## src/rtl/core/sioc_cell.sv

```systemverilog
// one store cell of the rotating sphere ring
module sioc_cell #(
  parameter int COORD_BITS  = 24,
  parameter int RADIUS_BITS = 20
) (
  input  logic                   clk_i,
  input  logic                   shift_i,
  input  logic                   load_i,
  input  logic [COORD_BITS-1:0]  nxt_x_i,
  input  logic [COORD_BITS-1:0]  nxt_y_i,
  input  logic [COORD_BITS-1:0]  nxt_z_i,
  input  logic [RADIUS_BITS-1:0] nxt_r_i,
  input  logic [COORD_BITS-1:0]  ld_x_i,
  input  logic [COORD_BITS-1:0]  ld_y_i,
  input  logic [COORD_BITS-1:0]  ld_z_i,
  input  logic [RADIUS_BITS-1:0] ld_r_i,
  output logic [COORD_BITS-1:0]  x_o,
  output logic [COORD_BITS-1:0]  y_o,
  output logic [COORD_BITS-1:0]  z_o,
  output logic [RADIUS_BITS-1:0] r_o
);

  logic [COORD_BITS-1:0]  x_q, y_q, z_q;
  logic [RADIUS_BITS-1:0] r_q;

  always_ff @(posedge clk_i) begin
    if (load_i) begin
      x_q <= ld_x_i;
      y_q <= ld_y_i;
      z_q <= ld_z_i;
      r_q <= ld_r_i;
    end else if (shift_i) begin
      x_q <= nxt_x_i;
      y_q <= nxt_y_i;
      z_q <= nxt_z_i;
      r_q <= nxt_r_i;
    end
  end

  assign x_o = x_q;
  assign y_o = y_q;
  assign z_o = z_q;
  assign r_o = r_q;

endmodule

```

## config.mk

```make
export PLATFORM = sky130hd
export DESIGN_NAME = sioc_cell
export DESIGN_NICKNAME = d
export VERILOG_FILES = /design/src/rtl/core/sioc_cell.sv
export SDC_FILE = /design/constraint.sdc
export NUM_CORES = 1
export LEC_CHECK = 0
export CAP_MARGIN = 20
export CORE_AREA = 2 2 109 111
export DETAILED_ROUTE_END_ITERATION = 10
export DIE_AREA = 0 0 111 113
export DONT_BUFFER_PORTS = 1
export PLACE_DENSITY_LB_ADDON = 0.3
export SYNTH_ARGS = -nofsm -noshare
export SYNTH_HDL_FRONTEND = slang
export SYNTH_SLANG_ARGS = --single-unit
```

## constraint.sdc

```tcl
create_clock -name clk_i -period 2.3 [get_ports clk_i]
set_input_delay 0.345 -clock clk_i [delete_from_list [all_inputs] [get_ports clk_i]]
set_output_delay 0.345 -clock clk_i [all_outputs]
set_load 0.005 [all_outputs]
```

# After elaboration in Yosys (flattened, before gate mapping)
# Cells that the tools add are included.
[op_classes]
n_reduce_logical = 1
muxes = 8
[ops]
columns = ["operator", "count"]
rows = [
  ["24-bit 2-to-1 mux", 6],
  ["20-bit 2-to-1 mux", 2],
  ["2-bit nonzero test", 1],
]
[totals]
out_inout_bits = 92
register_bits = 92
in_bits = 187
word_cells = 13

# Logic depth before layout (Yosys ltp)
[logic_depth]
ltp_word = 2
ltp_mapped = 3
ltp_nobuf = 1

# Worst setup path after synthesis
# Ideal clock, no wire load.
[synth_path]
kind = "input to register"
startpoint = "in load_i"
endpoint = "reg r_q[0], in the netlist r_o[0] (enable)"
path_stages = 3
required_ps = 1889
setup_slack_ps = 16
path_buffers = 2
t_arrival_ps = 1873
setup_ps = 411
path_cell_list = "buf_4 -> buf_6 -> or2_2"
[synth_between]
elab_chain_cells = 1
[synth_rtl]
columns = ["item", "line", "text"]
rows = [
  ["start: declaration", "8", "input logic load_i,"],
  ["2-bit nonzero test (no line)", "--", ""],
  ["end signal: assignment", "31", "r_q <= ld_r_i;"],
  ["end signal: assignment", "36", "r_q <= nxt_r_i;"],
  ["end: declaration", "24", "logic [RADIUS_BITS-1:0] r_q;"],
]
# Every way passes these cells.
# A chain may end at the register's enable or synchronous reset.

# Worst setup path after layout
[layout_path]
startpoint = "reg x_q[16], in the netlist x_o[16]"
endpoint = "out x_o[16]"
[layout_rtl]
columns = ["item", "line", "text"]
rows = [
  ["start: declaration", "23", "logic [COORD_BITS-1:0] x_q, y_q, z_q;"],
  ["start signal: assignment", "28", "x_q <= ld_x_i;"],
  ["start signal: assignment", "33", "x_q <= nxt_x_i;"],
  ["end: declaration", "17", "output logic [COORD_BITS-1:0] x_o,"],
]
# No word-level cell between the ends.

==> impl.org <==
** Finish
- Most common library cell in the layout ignoring fill and taps :: edfxtp_1
- The top cell types in the final layout, fill and taps aside, are edfxtp_1, mux2_4, mux2_2, clkbuf_16.
- Filler cell count in the final layout :: a little over 1000
- The number of antenna diodes in the final layout is 0.
- Area growth from synthesis to layout :: 8.81%
- Storage element area :: between 0.002 and 0.003 mm^2
- Multi-input combinational cell area :: 0.00130 mm^2
- At the end of the flow, the number of nets in the layout was between 300 and 400.
- Of the cells placed in the final design, the portion with a size suffix greater than 1 is 0.530.
- Post-route core utilization :: 0.402

** Clocking
- Count of instances resized after the clock tree is built :: 0
- Clock-pin slew was measured on the worst setup and hold paths at 0.06 ns.
- TritonCTS built the clock tree.
- Maximum clock path buffer count :: 2
- Post-CTS timing repair inserted 0 buffers for setup.
- Hold Buf Count CTS :: 0
- Inserted Clock Buffers :: 9
- CTS placed an instance of clkbuf_16 at the clock tree root.
- The clock drives between 90 and 100 sinks.
- In this run the number of H-tree levels came out at 3.

** Timing
- Slew at the pin closest to its max-slew limit :: ~0.52 ns
- For this run, the top clock speed supported by timing is about 0.9 GHz.
- Total count of max-transition violations in the final report :: 0
- Final setup fails :: 0
- In the final timing run, aggregate negative setup slack is 0 ns.
- Headroom to the max-slew limit came out at 0.655.
- Hold Vio Cnt, Final :: 0
- Dividing the final minimum period by the clock period gives 0.489.
- Unrepaired setup endpoints after global routing :: no
- Final hold analysis gives a worst-case slack of 0.229 ns.
- The smallest clock period supported by the final layout is computed as around 1.1 ns.

** GRT
- In the global route stage, overall resource usage came out at 0.118.
- The number of global-route vias before repair came to between 1500 and 2000.
- Wire length of the first global-routing pass :: roughly 11 mm
- For this run the aggregate overflow at the end of global routing stands at 0.
- Entering global routing, the biggest net connects 94 pins.
- The initial antenna violation count came to 0.

** Route
- The final route contains 1770 vias.
- Dividing the detail-routed via count by the number of cells gives approximately 5.1.
- In this run, the number of DRC markers left after iteration 0 of detailed routing was 95.
- The pre-antenna-repair detailed-routing pass consisted of 4 iterations.
- Antenna Nets Post-Route :: 0
- Wirelength, routed :: between 7 and 8 mm
- In the routed design, unresolved DRC markers number 0.
- In the final routed layout, each cell accounts on average for ~22 um.

** Pwr
- The share of total power dissipated in the clock network is 0.348.
- Net switching power :: ~740 uW
- Highest ir drop seen on vdd :: about 0.33 mV
- Of the total power, combinational logic draws 0.064.
- Of the total power, the share spent switching nets is 0.200.
- In this run the static leakage power is between 0.0015 and 0.002 uW.
- Internal power comes to approximately 3000 uW.
- The share of total power dissipated in sequential elements is 0.587.
- Dividing total power by cell area gives a power density of about 800 mW/mm^2.

** Floorplanning
- Die Height :: 113 um
- Total core area :: roughly 0.011 mm^2
- The floorplan step defined a die boundary enclosing between 0.01 and 0.015 mm^2.
- Measured along the x axis, the die boundary spans roughly 110 um.
- Io pins :: 279
- Initial core utilization :: 0.369
- Number of core rows :: 39

** Placed design
- The congestion estimate from routability-driven global placement came to about 0.68.
- The count of buffers added on input and output ports is 0.

** Setup path
- Required time reported for the critical path endpoint :: between 1.5 and 2 ns
- Setup CP Type :: reg2out
- The worst setup path is launched from a register.
- Crit end category :: primary output
- Data arrives at the worst endpoint at between 0.7 and 0.8 ns.
- Along the worst path, the maximum fanout reaches 1.

** Status
- Result of the run :: completed

** Job
- Max-Cap Viols :: 0

** Synth
- Synthesis inferred around 90 register bits.
- Synthesis handed over a netlist of a little under 200 instances.
- Average instance area after synthesis :: about 21 um^2
- The number of nets in the synthesized netlist is 382.
- Of the synthesized area, sequential elements account for 0.664.
- Synth warnings :: 0
- Cell area after technology mapping :: about 0.0042 mm^2
- The netlist uses 7 different library cells.

** Hold path
- Tightest Hold Check Type :: in2reg
[power groups by stage]
stage | clock network [uW] | logic, uW | registers [uW]
2_1_floorplan | 0 | 258 | 2170
3_3_place_gp | 0 | 238 | 2220
3_5_place_dp | 0 | 245 | 2220
4_1_cts | 1350 | 245 | 2190
5_1_grt | 1430 | 259 | 2200
6_report | 1290 | 239 | 2180
[synthesized netlist by cell type]
| master | number | area share |
|---|---|---|
| buf_2 | 2 | 0.0024 |
| or2_2 | 1 | 0.0015 |
| mux2_4 | 69 | 0.25 |
| buf_6 | 7 | 0.019 |
| mux2_2 | 23 | 0.062 |
| edfxtp_1 | 92 | 0.66 |
| buf_4 | 1 | 0.0018 |
[routing by layer]
metal,part of all wire,global-route usage
met1,0.34,0.119
met2,0.53,0.210
met3,0.12,0.0600
met4,0.014,0.0425
met5,0,0
[cell type report]
cell class / instances / area share
sequential: 92 / 0.610
clock buffer: 11 / 0.0514
timing repair buffer: 1 / 0.00442
tap: 143 / 0.0395
clock inverter: 5 / 0.00636
multi-input combinational: 93 / 0.288
[sequential cells by signal (all words and copies together), names as in the netlist]
| signal | count |
|---|---|
| r_o | 20 |
| x_o | 24 |
| y_o | 24 |
| z_o | 24 |
[kinds of logic (layout without fill, tap and decap cells)]
group	Yosys count	after routing	share of synthesized area
buffers and inverters	10	17	0.0232
DFF	92	92	0.664
muxes	92	92	0.311
and+or+nand+nor	1	1	0.00150
[through the flow]
stage	instance area (um^2)	power, uW	cells	worst slack, ns
after floorplan	4160	2430	195	0.0160
after CTS	4530	3780	345	1.16
final	4530	3710	345	1.18
after global routing	4530	3880	345	1.15
after global placement	4270	2460	329	1.03
after detailed placement	4270	2460	329	1.01
[path summary, 6_finish.rpt]
kind / from / to / slack, ns / depth (start not counted)
min: ld_x_i[8] / x_o[8] / 0.23 / 1
max: x_o[16] / x_o[16] / 1.18 / 0
No activity file was read; power rests on OpenSTA's default activity.
